==> config.mk <==
export PLATFORM = sky130hd
export DESIGN_NAME = three_channel_voltage_smoother
export DESIGN_NICKNAME = d
export VERILOG_FILES = /design/src/hw/rtl/tcvs_pkg.sv /design/src/hw/rtl/tcvs_filter.sv /design/src/hw/rtl/tcvs_scaler.sv /design/src/hw/rtl/three_channel_voltage_smoother.sv
export SDC_FILE = /design/constraint.sdc
export NUM_CORES = 1
export LEC_CHECK = 0
export BUFFER_PORTS_ARGS = -buffer_cell sky130_fd_sc_hd__buf_2
export CAP_MARGIN = 5
export CORE_UTILIZATION = 45
export DETAILED_ROUTE_END_ITERATION = 8
export PLACE_DENSITY_LB_ADDON = 0.3
export SLEW_MARGIN = 20
export SYNTH_ARGS = -nofsm -noshare
export SYNTH_HDL_FRONTEND = slang
export SYNTH_SLANG_ARGS = --single-unit
export TNS_END_PERCENT = 20
==> constraint.sdc <==
create_clock -name clk_i -period 9.9 [get_ports clk_i]
set_input_delay 1.485 -clock clk_i [delete_from_list [all_inputs] [get_ports clk_i]]
set_output_delay 1.485 -clock clk_i [all_outputs]
set_load 0.02 [all_outputs]
==> src/hw/rtl/tcvs_pkg.sv <==
// Package for the three-channel voltage smoother: widths, reset values,
// register indexes and the transfer payload structs.
// No dependencies.
`timescale 1ns / 1ps

package tcvs_pkg;

  localparam int SampleWidth  = 12;
  localparam int GainWidth    = 16;
  localparam int LevelWidth   = 8;
  localparam int SumWidth     = SampleWidth + 4;
  localparam int ProdWidth    = SampleWidth + GainWidth + 1;
  localparam int HiWidth      = ProdWidth - GainWidth;
  localparam int NumChannels  = 3;
  localparam int ChanWidth    = 2;
  localparam int StepWidth    = 3;
  localparam int CapShift     = 2;
  localparam int SupShift     = 3;

  localparam logic [StepWidth-1:0] FirstMulStep  = StepWidth'(1);
  localparam logic [StepWidth-1:0] FirstClipStep = StepWidth'(2);
  localparam logic [StepWidth-1:0] LastStep      = StepWidth'(NumChannels + 1);

  localparam logic [GainWidth-1:0]  CapGainReset = GainWidth'(10244);
  localparam logic [GainWidth-1:0]  SupGainReset = GainWidth'(7463);
  localparam logic [LevelWidth-1:0] LevelMax     = LevelWidth'(255);

  localparam logic [ChanWidth-1:0] ChanCapacitor = ChanWidth'(0);

  typedef enum logic [0:0] {
    CFG_CAPACITOR_GAIN = 1'b0,
    CFG_SUPPLY_GAIN    = 1'b1
  } tcvs_cfg_e;

  typedef struct packed {
    logic                          kind;
    logic signed [SampleWidth-1:0] capacitor_sample;
    logic signed [SampleWidth-1:0] line_sample;
    logic signed [SampleWidth-1:0] supply_sample;
  } tcvs_in_t;

  typedef struct packed {
    logic [LevelWidth-1:0] capacitor_level;
    logic [LevelWidth-1:0] line_level;
    logic [LevelWidth-1:0] supply_level;
  } tcvs_out_t;

  typedef struct packed {
    logic mul_en;
    logic cap_gain_sel;
  } tcvs_scale_ctrl_t;

endpackage

==> src/hw/rtl/tcvs_filter.sv <==
// Shared filter datapath: load or rounded exponential average for one channel.
// Depends on tcvs_pkg.
`timescale 1ns / 1ps

module tcvs_filter (
  input  logic                                   load_i,
  input  logic [tcvs_pkg::ChanWidth-1:0]         chan_i,
  input  logic signed [tcvs_pkg::SampleWidth-1:0] avg_i,
  input  logic signed [tcvs_pkg::SampleWidth-1:0] sample_i,
  output logic signed [tcvs_pkg::SampleWidth-1:0] avg_o
);
  import tcvs_pkg::*;

  logic signed [SumWidth-1:0] avg_ext;
  logic signed [SumWidth-1:0] sample_ext;
  logic signed [SumWidth-1:0] cap_sum;
  logic signed [SumWidth-1:0] sup_sum;
  logic signed [SumWidth-1:0] cap_shifted;
  logic signed [SumWidth-1:0] sup_shifted;

  assign avg_ext    = SumWidth'(avg_i);
  assign sample_ext = SumWidth'(sample_i);

  assign cap_sum = (avg_ext <<< 1) + avg_ext + sample_ext
                   + SumWidth'(1 << (CapShift - 1));
  assign sup_sum = (avg_ext <<< 3) - avg_ext + sample_ext
                   + SumWidth'(1 << (SupShift - 1));

  assign cap_shifted = cap_sum >>> CapShift;
  assign sup_shifted = sup_sum >>> SupShift;

  always_comb begin
    if (load_i) begin
      avg_o = sample_i;
    end else if (chan_i == ChanCapacitor) begin
      avg_o = cap_shifted[SampleWidth-1:0];
    end else begin
      avg_o = sup_shifted[SampleWidth-1:0];
    end
  end

endmodule

==> src/hw/rtl/tcvs_scaler.sv <==
// Shared gain multiplier with registered product, then floor shift and clip
// to an 8-bit level. Depends on tcvs_pkg.
`timescale 1ns / 1ps

module tcvs_scaler (
  input  logic                                    clk_i,
  input  tcvs_pkg::tcvs_scale_ctrl_t              ctrl_i,
  input  logic signed [tcvs_pkg::SampleWidth-1:0] avg_i,
  input  logic [tcvs_pkg::GainWidth-1:0]          cap_gain_i,
  input  logic [tcvs_pkg::GainWidth-1:0]          sup_gain_i,
  output logic [tcvs_pkg::LevelWidth-1:0]         level_o
);
  import tcvs_pkg::*;

  logic signed [GainWidth:0]   gain_ext;
  logic signed [ProdWidth-1:0] prod_d;
  logic signed [ProdWidth-1:0] prod_q;
  logic        [HiWidth-1:0]   hi;

  assign gain_ext = ctrl_i.cap_gain_sel ? {1'b0, cap_gain_i} : {1'b0, sup_gain_i};
  assign prod_d   = avg_i * gain_ext;

  always_ff @(posedge clk_i) begin
    if (ctrl_i.mul_en) begin
      prod_q <= prod_d;
    end
  end

  assign hi = prod_q[ProdWidth-1:GainWidth];

  always_comb begin
    if (hi[HiWidth-1]) begin
      level_o = '0;
    end else if (hi > HiWidth'(LevelMax)) begin
      level_o = LevelMax;
    end else begin
      level_o = hi[LevelWidth-1:0];
    end
  end

endmodule

==> src/hw/rtl/three_channel_voltage_smoother.sv <==
// Top level of the three-channel voltage smoother: sequencer, filter state,
// gain registers and output register. Depends on tcvs_pkg, tcvs_filter, tcvs_scaler.
`timescale 1ns / 1ps

// An accepted item is processed by one filter datapath and one multiplier
// shared across the capacitor, line and supply channels (filter, multiply
// and clip overlap one channel apart), and the result is then registered
// in the output register. The block takes no new item until that result is
// registered; a new item may be accepted while the previous result still
// waits on the output. Gain writes take effect at once and are meant for idle.
module three_channel_voltage_smoother (
  input  logic                           clk_i,
  input  logic                           rst_ni,
  input  logic                           in_valid_i,
  output logic                           in_ready_o,
  input  tcvs_pkg::tcvs_in_t             in_data_i,
  output logic                           out_valid_o,
  input  logic                           out_ready_i,
  output tcvs_pkg::tcvs_out_t            out_data_o,
  input  logic                           cfg_we_i,
  input  tcvs_pkg::tcvs_cfg_e            cfg_idx_i,
  input  logic [tcvs_pkg::GainWidth-1:0] cfg_data_i
);
  import tcvs_pkg::*;

  typedef enum logic [2:0] {
    ST_IDLE = 3'b001,
    ST_RUN  = 3'b010,
    ST_DONE = 3'b100
  } state_e;

  state_e state_q, state_d;
  logic [StepWidth-1:0] step_q, step_d;

  logic [GainWidth-1:0] cap_gain_q, sup_gain_q;
  logic                 out_valid_q;
  tcvs_out_t            out_q;
  tcvs_in_t             item_q;

  logic signed [SampleWidth-1:0] avg_q [NumChannels];
  logic        [LevelWidth-1:0]  level_q [NumChannels];

  logic                          in_xfer;
  logic                          push;
  logic                          filt_en;
  logic                          clip_en;
  logic [ChanWidth-1:0]          filt_chan;
  logic signed [SampleWidth-1:0] sample_sel;
  logic signed [SampleWidth-1:0] filt_avg;
  logic [LevelWidth-1:0]         level;
  tcvs_scale_ctrl_t              scale_ctrl;

  assign in_ready_o = (state_q == ST_IDLE);
  assign in_xfer    = in_valid_i && in_ready_o;
  assign push       = (state_q == ST_DONE) && (!out_valid_q || out_ready_i);

  assign filt_chan = step_q[ChanWidth-1:0];
  assign filt_en   = (state_q == ST_RUN) && (step_q < FirstMulStep + StepWidth'(2));
  assign clip_en   = (state_q == ST_RUN) && (step_q >= FirstClipStep);

  assign scale_ctrl.mul_en       = (state_q == ST_RUN) && (step_q >= FirstMulStep)
                                   && (step_q < LastStep);
  assign scale_ctrl.cap_gain_sel = (step_q == FirstMulStep);

  always_comb begin
    case (filt_chan)
      2'd0:    sample_sel = item_q.capacitor_sample;
      2'd1:    sample_sel = item_q.line_sample;
      default: sample_sel = item_q.supply_sample;
    endcase
  end

  tcvs_filter u_filter (
    .load_i   (item_q.kind),
    .chan_i   (filt_chan),
    .avg_i    (avg_q[0]),
    .sample_i (sample_sel),
    .avg_o    (filt_avg)
  );

  tcvs_scaler u_scaler (
    .clk_i      (clk_i),
    .ctrl_i     (scale_ctrl),
    .avg_i      (avg_q[NumChannels-1]),
    .cap_gain_i (cap_gain_q),
    .sup_gain_i (sup_gain_q),
    .level_o    (level)
  );

  always_comb begin
    state_d = state_q;
    step_d  = step_q;
    case (state_q)
      ST_IDLE: begin
        if (in_xfer) begin
          state_d = ST_RUN;
          step_d  = '0;
        end
      end
      ST_RUN: begin
        step_d = step_q + StepWidth'(1);
        if (step_q == LastStep) begin
          state_d = ST_DONE;
        end
      end
      ST_DONE: begin
        if (push) begin
          state_d = ST_IDLE;
        end
      end
      default: begin
        state_d = ST_IDLE;
      end
    endcase
  end

  always_ff @(posedge clk_i or negedge rst_ni) begin
    if (!rst_ni) begin
      state_q <= ST_IDLE;
      step_q  <= '0;
    end else begin
      state_q <= state_d;
      step_q  <= step_d;
    end
  end

  // filter state: rotate so the channel being filtered sits at the head
  always_ff @(posedge clk_i or negedge rst_ni) begin
    if (!rst_ni) begin
      for (int i = 0; i < NumChannels; i++) begin
        avg_q[i] <= '0;
      end
    end else if (filt_en) begin
      for (int i = 0; i < NumChannels - 1; i++) begin
        avg_q[i] <= avg_q[i+1];
      end
      avg_q[NumChannels-1] <= filt_avg;
    end
  end

  always_ff @(posedge clk_i or negedge rst_ni) begin
    if (!rst_ni) begin
      cap_gain_q <= CapGainReset;
      sup_gain_q <= SupGainReset;
    end else if (cfg_we_i) begin
      case (cfg_idx_i)
        CFG_CAPACITOR_GAIN: cap_gain_q <= cfg_data_i;
        CFG_SUPPLY_GAIN:    sup_gain_q <= cfg_data_i;
        default:            ;
      endcase
    end
  end

  always_ff @(posedge clk_i or negedge rst_ni) begin
    if (!rst_ni) begin
      out_valid_q <= 1'b0;
    end else if (push) begin
      out_valid_q <= 1'b1;
    end else if (out_ready_i) begin
      out_valid_q <= 1'b0;
    end
  end

  always_ff @(posedge clk_i) begin
    if (in_xfer) begin
      item_q <= in_data_i;
    end
    if (clip_en) begin
      for (int i = 0; i < NumChannels - 1; i++) begin
        level_q[i] <= level_q[i+1];
      end
      level_q[NumChannels-1] <= level;
    end
    if (push) begin
      out_q.capacitor_level <= level_q[0];
      out_q.line_level      <= level_q[1];
      out_q.supply_level    <= level_q[2];
    end
  end

  assign out_valid_o = out_valid_q;
  assign out_data_o  = out_q;

endmodule

==> results of run 1 <==
Yosys cell counts (5+ instances only):
| cell type | number |
|---|---|
| a21o_1 | 12 |
| nor2_1 | 60 |
| nand2b_1 | 5 |
| clkbuf_1 | 43 |
| a22o_1 | 17 |
| or2_2 | 7 |
| a211oi_1 | 6 |
| nor3_1 | 10 |
| a21oi_1 | 60 |
| a211o_1 | 7 |
| nand4_1 | 10 |
| inv_1 | 231 |
| mux2_2 | 71 |
| fa_1 | 160 |
| a31oi_1 | 9 |
| dfstp_2 | 12 |
| xnor2_1 | 15 |
| ha_1 | 114 |
| o21ai_0 | 23 |
| dfrtp_1 | 63 |
| nand2_1 | 147 |
| edfxtp_1 | 98 |
| nand3_1 | 15 |
| nor2b_1 | 5 |
| xor2_1 | 8 |
| buf_2 | 8 |
| a22oi_1 | 5 |
| mux2i_1 | 5 |
| and2_1 | 68 |
| or3_1 | 6 |
per-layer routing:
| layer | share of wire (%) | track usage [%] |
|---|---|---|
| met4 | 1.4 | 5.15 |
| met3 | 4.8 | 3.37 |
| met2 | 49 | 32.8 |
| met5 | 0 | 0 |
| met1 | 45 | 25.8 |
kinds of logic after synthesis:
group,synth area share [%]
mux,5.84
compound gates,8.73
flops,33.2
simple gates,11.5
fa+ha+maj,31.8
xor+xnor,1.39
buf+inv,7.45
metrics by stage:
step | hold WS (ps) | instances | worst slack, ps | utilization, % | instance area [um^2]
6_report | 421 | 1838 | 2420 | 50.4 | 15900
5_1_grt | 431 | 1838 | 2010 | 50.4 | 15900
4_1_cts | 423 | 1838 | 2360 | 50.4 | 15900
3_5_place_dp | 406 | 1806 | 2370 | 48.4 | 15300
3_3_place_gp | 401 | 1806 | 2590 | 48.4 | 15300
2_1_floorplan | 400 | 1369 | 3500 | - | 14500
sequential cells by signal (all words and copies together) (netlist names):
| name | cells |
|---|---|
| u_scaler.prod_q | 13 |
| step_q | 3 |
| item_q | 37 |
| avg_q | 36 |
| state_q | 3 |
| cap_gain_q | 16 |
| out_data_o | 24 |
| out_valid_o | 1 |
| sup_gain_q | 16 |
| level_q | 24 |
worst max-delay path, delay by kind of cell, from the launching register on:
family | cells | cell delay (ps)
mux | 1 | 570
compound gates | 2 | 760
flops | 1 | 450
fa+ha+maj | 7 | 3480
simple gates | 5 | 1490
xor+xnor | 1 | 160
buf+inv | 4 | 290
final timing paths:
| kind | from | endpoint | slack, ps | depth (start not counted) |
|---|---|---|---|---|
| max in group asynchronous | rst_ni | cap_gain_q[4]$_DFFE_PN0P_ | 8100 | 1 |
| worst max-delay path | step_q[1]$_DFFE_PN0P_ | u_scaler.prod_q[28]$_DFFE_PP_ | 2420 | 20 |
| worst min-delay path | level_q[0][7]$_DFFE_PP_ | out_data_o[23]$_DFFE_PP_ | 420 | 0 |
| min in group asynchronous | rst_ni | avg_q[22]$_DFFE_PN0P_ | 1180 | 1 |
| worst max register to register | step_q[1]$_DFFE_PN0P_ | u_scaler.prod_q[28]$_DFFE_PP_ | 2420 | 20 |
| worst min register to register | level_q[0][7]$_DFFE_PP_ | out_data_o[23]$_DFFE_PP_ | 420 | 0 |
area by class of cell:
type | count | area [um^2] | share of cell area, %
inverter | 231 | 867 | 5.44
clock buffer | 17 | 425 | 2.67
timing repair buffer | 90 | 468 | 2.94
sequential | 173 | 4830 | 30.3
clock inverter | 15 | 203 | 1.27
multi-input combinational | 910 | 8640 | 54.2
tap | 402 | 503 | 3.16
==> metrics.md, run 1 <==
| Metric | Value |
|---|---|
| Clk_skew | `10.1 ps` |
| Vias | `9,773` |
| H-tree levels | `4` |
| Largest net degree at the start of global routing | `76` |
| Hold WC Path Type | `reg -> reg` |
| GPL Wtd Cong | `0.873` |
| Max Cap Viol | `0` |
| Initial antenna violation count | `0` |
| Crit path arrival time | `7680 ps` |
| Hold_buf cts | `0` |
| Outcome | `finished clean` |
| Number of diodes | `0` |
| Nets@finish | `1,756` |
| Synth top area share | `22.0%` |
| Synthesized area | `14,500 um^2` |
| Area delta synth->final | `9.58%` |
| Synth cell types | `64` |
| Commonest non-fill, non-tap cell in the layout | `inv_1` |
| Top cells by area, synth | `fa_1, edfxtp_1, dfrtp_1` |
| Clock root cell | `clkbuf_16` |
| RSZ-0062 raised after global routing | `no` |
| Slew Viols, Final | `0` |
| Number of fill cells in the layout | `2,816` |
| DP HPWL | `23.8 mm` |
| Initial cell density of the core | `46.0%` |
| First-pass GRT wire length | `50.8 mm` |
| Core Box Area | `31,600 um^2` |
| Crit end category | `register` |
| Slowest CP cell | `nand2b_1` |
| CP cell instances | `inv_1, ha_1, nand2b_1, mux2_2, nand2_1, fa_1, fa_1, fa_1, inv_1, fa_1, inv_1, fa_1, inv_1, ha_1, nand4_1, nor3_1, nor3_1, o32ai_1, a211oi_1, xnor2_1` |
| Worst Tran Pin Value | `996 ps` |
| Final hold violation count | `0` |
| Total track usage | `19.4%` |
| Detailed Route WL | `30.4 mm` |
| Syn Inst Count | `1,369` |
| Post-synth EDFFs | `98` |
| Final Critical Period | `7480 ps` |
| Vias in the first global route | `10.0k` |
| CP startpoint kind | `register` |
| Clk_lat worst skew | `450 ps` |
| Required time of the critical path | `10,100 ps` |
| Drc violations | `0` |
| Setup Viol. Count Final | `0` |
| Drt pass-1 iters | `5` |
| Kind of critical path | `reg -> reg` |
| DIE AREA | `33,000 um^2` |
| Post-synth top area cell | `fa_1` |
| I/O Buffers | `84` |
| Ys Warns | `0` |
| Clk slew on worst S/H paths | `70 ps` |
| Syn Nets | `1,702` |
| Post_cts resized | `0` |
| TNS Setup | `0 ps` |
| Most frequent cells in the layout | `inv_1, fa_1, nand2_1` |
| Post-CTS Setup Bufs | `0` |
| Worst slew margin | `33.6%` |
| Die span in x | `182 um` |
| Row count | `65` |
| ANT nets after route | `0` |
| Prevailing post-synth register cell | `edfxtp_1` |
| Clock sinks | `173` |
| Largest stage delay on the critical path | `700 ps` |
| Fin crit share | `75.6%` |
| Clock buffer depth | `2` |
| Via density | `5.32` |
| Proportion of layout cells with a drive suffix above 1 | `15.5%` |
| Average size of a mapped cell | `10.6 um^2` |
| Yosys reg bits | `173` |
| Die Y | `182 um` |
| DRT iter0 DRCs | `505` |
| GR Overflow Total | `0` |
| Max Clock Freq | `134 MHz` |
| I/O pin count | `85` |
| Post-synthesis sequential area ratio | `33.2%` |
| CTS tree | `done` |
| Routed wire per std cell | `16.5 um` |
| CTS buffer count | `17` |
| Worst path most repeated cell | `fa_1` |
| Crit-path max FO | `17` |
| Synth async-reset ratio | `43.4%` |
Power of run 1 is not shown: default switching activity piles up to over one toggle a cycle in this logic, so the estimate is an artifact.
==> inputs of run 2 (changes only) <==
==> constraint.sdc (replaced) <==
create_clock -name clk_i -period 7 [get_ports clk_i]
set_input_delay 1.05 -clock clk_i [delete_from_list [all_inputs] [get_ports clk_i]]
set_output_delay 1.05 -clock clk_i [all_outputs]
set_load 0.02 [all_outputs]
==> metrics.md, run 2 (synthesized netlist as in run 1, its figures left out) <==
| Metric | Value |
|---|---|
| Initial antenna violation count | `0` |
| Worst R2R Path Depth | `20` |
| ANT nets after route | `0` |
| Worst slew margin | `34.8%` |
| CTS buffer count | `17` |
| Commonest non-fill, non-tap cell in the layout | `inv_1` |
| TNS Setup | `0 ps` |
| CP startpoint kind | `register` |
| DRT iter0 DRCs | `558` |
| Drc violations | `0` |
| Via density | `5.28` |
| R2r setup slk | `550 ps` |
| Nets@finish | `1,759` |
| H-tree levels | `4` |
| GR Overflow Total | `0` |
| Hold depth | `0` |
| Clock buffer depth | `2` |
| Final Critical Period | `6450 ps` |
| Initial cell density of the core | `46.0%` |
| Total track usage | `19.3%` |
| Post_cts resized | `0` |
| Row count | `65` |
| Setup Viol. Count Final | `0` |
| Routed wire per std cell | `16.5 um` |
| Final hold violation count | `0` |
| Kind of critical path | `reg -> reg` |
| GPL Wtd Cong | `0.899` |
| Vias in the first global route | `9,878` |
| First-pass GRT wire length | `49.9 mm` |
| Hold WC Path Type | `reg -> reg` |
| Largest Register | `item_q` |
| Clk slew on worst S/H paths | `70 ps` |
| DP HPWL | `23.5 mm` |
| Post-CTS Setup Bufs | `0` |
| Crit-path max FO | `17` |
| Largest net degree at the start of global routing | `76` |
| Clock sinks | `173` |
| Outcome | `finished clean` |
| Detailed Route WL | `30.3 mm` |
| Area delta synth->final | `9.40%` |
| Max Clock Freq | `155 MHz` |
| I/O pin count | `85` |
| Max FFs per register | `37` |
| DIE AREA | `33,000 um^2` |
| Fin crit share | `92.2%` |
| Clk_skew | `14.8 ps` |
| RR Endpoint | `u_scaler.prod_q[24]$_DFFE_PP_` |
| Max Cap Viol | `0` |
| Reg-to-reg startpoint | `step_q[1]$_DFFE_PN0P_` |
| RSZ-0062 raised after global routing | `no` |
| Most frequent cells in the layout | `inv_1, fa_1, nand2_1` |
| Worst Tran Pin Value | `973 ps` |
| Drt pass-1 iters | `5` |
| Clock root cell | `clkbuf_16` |
| Slew Viols, Final | `0` |
| Core Box Area | `31,600 um^2` |
| Crit end category | `register` |
| Hold wc startpoint | `level_q[0][6]$_DFFE_PP_` |
| Vias | `9,727` |
| I/O Buffers | `84` |
| Number of diodes | `0` |
| Hold_buf cts | `0` |
| Die Y | `182 um` |
| Worst Hold Path EP | `out_data_o[22]$_DFFE_PP_` |
| Crit path arrival time | `6650 ps` |
| Required time of the critical path | `7200 ps` |
| Clk_lat worst skew | `450 ps` |
| Proportion of layout cells with a drive suffix above 1 | `15.7%` |
| Largest registers | `item_q (37), avg_q (36)` |
| Die span in x | `182 um` |
| CTS tree | `done` |
-- run 2: layout make-up --
| cell class | count | area (um^2) |
|---|---|---|
| clock buffers | 17 | 425 |
| clock inverters | 15 | 154 |
| fillers | 2852 | 15700 |
| inverters | 231 | 867 |
| multi-input cells | 910 | 8640 |
| flip-flops and latches | 173 | 4830 |
| well taps | 402 | 503 |
| repair buffers | 93 | 490 |
-- run 2: per-layer routing --
metal / up-vias / global-route usage, % / share of wire [%]
met5: - / 0 / 0
met2: 207 / 33.2 / 50
met1: 4861 / 25.1 / 45
met3: 28 / 3.07 / 3.8
li1: 4631 / - / -
met4: 0 / 5.49 / 1.5
-- run 2: worst max-delay path, cell delays in order, from the launching register on --
cell	delay, ps
dfrtp_1	450
inv_1	110
ha_1	200
nand2b_1	70
buf_4	260
mux2_2	480
and2_1	210
fa_1	510
fa_1	580
fa_1	430
fa_1	500
inv_1	60
fa_1	480
inv_1	50
ha_1	350
a21o_1	200
a21o_1	180
a2111oi_0	340
or3b_1	420
a31oi_1	220
xnor2_1	90
-- run 2: through the flow --
stage	worst slack [ps]	cells	hold WS, ps	utilization (%)	area, um^2
finish	546	1841	422	50.3	15900
global route	148	1841	432	50.3	15900
CTS	532	1841	423	50.3	15900
detailed placement	512	1809	405	48.5	15300
global placement	631	1809	401	48.5	15300
floorplan	597	1369	400	-	14500
-- run 2: how the worst max path moves through the flow --
stage / start / end / slack [ps] / depth (start not counted)
after global placement: step_q[1]$_DFFE_PN0P_ / u_scaler.prod_q[24]$_DFFE_PP_ / 630 / 20
after global routing: step_q[1]$_DFFE_PN0P_ / u_scaler.prod_q[24]$_DFFE_PP_ / 150 / 20
after floorplan: step_q[1]$_DFFE_PN0P_ / u_scaler.prod_q[24]$_DFFE_PP_ / 600 / 22
final: step_q[1]$_DFFE_PN0P_ / u_scaler.prod_q[24]$_DFFE_PP_ / 550 / 20
after CTS: step_q[1]$_DFFE_PN0P_ / u_scaler.prod_q[28]$_DFFE_PP_ / 530 / 19
after detailed placement: step_q[1]$_DFFE_PN0P_ / u_scaler.prod_q[28]$_DFFE_PP_ / 510 / 19
Power of run 2 is left out for the same reason.
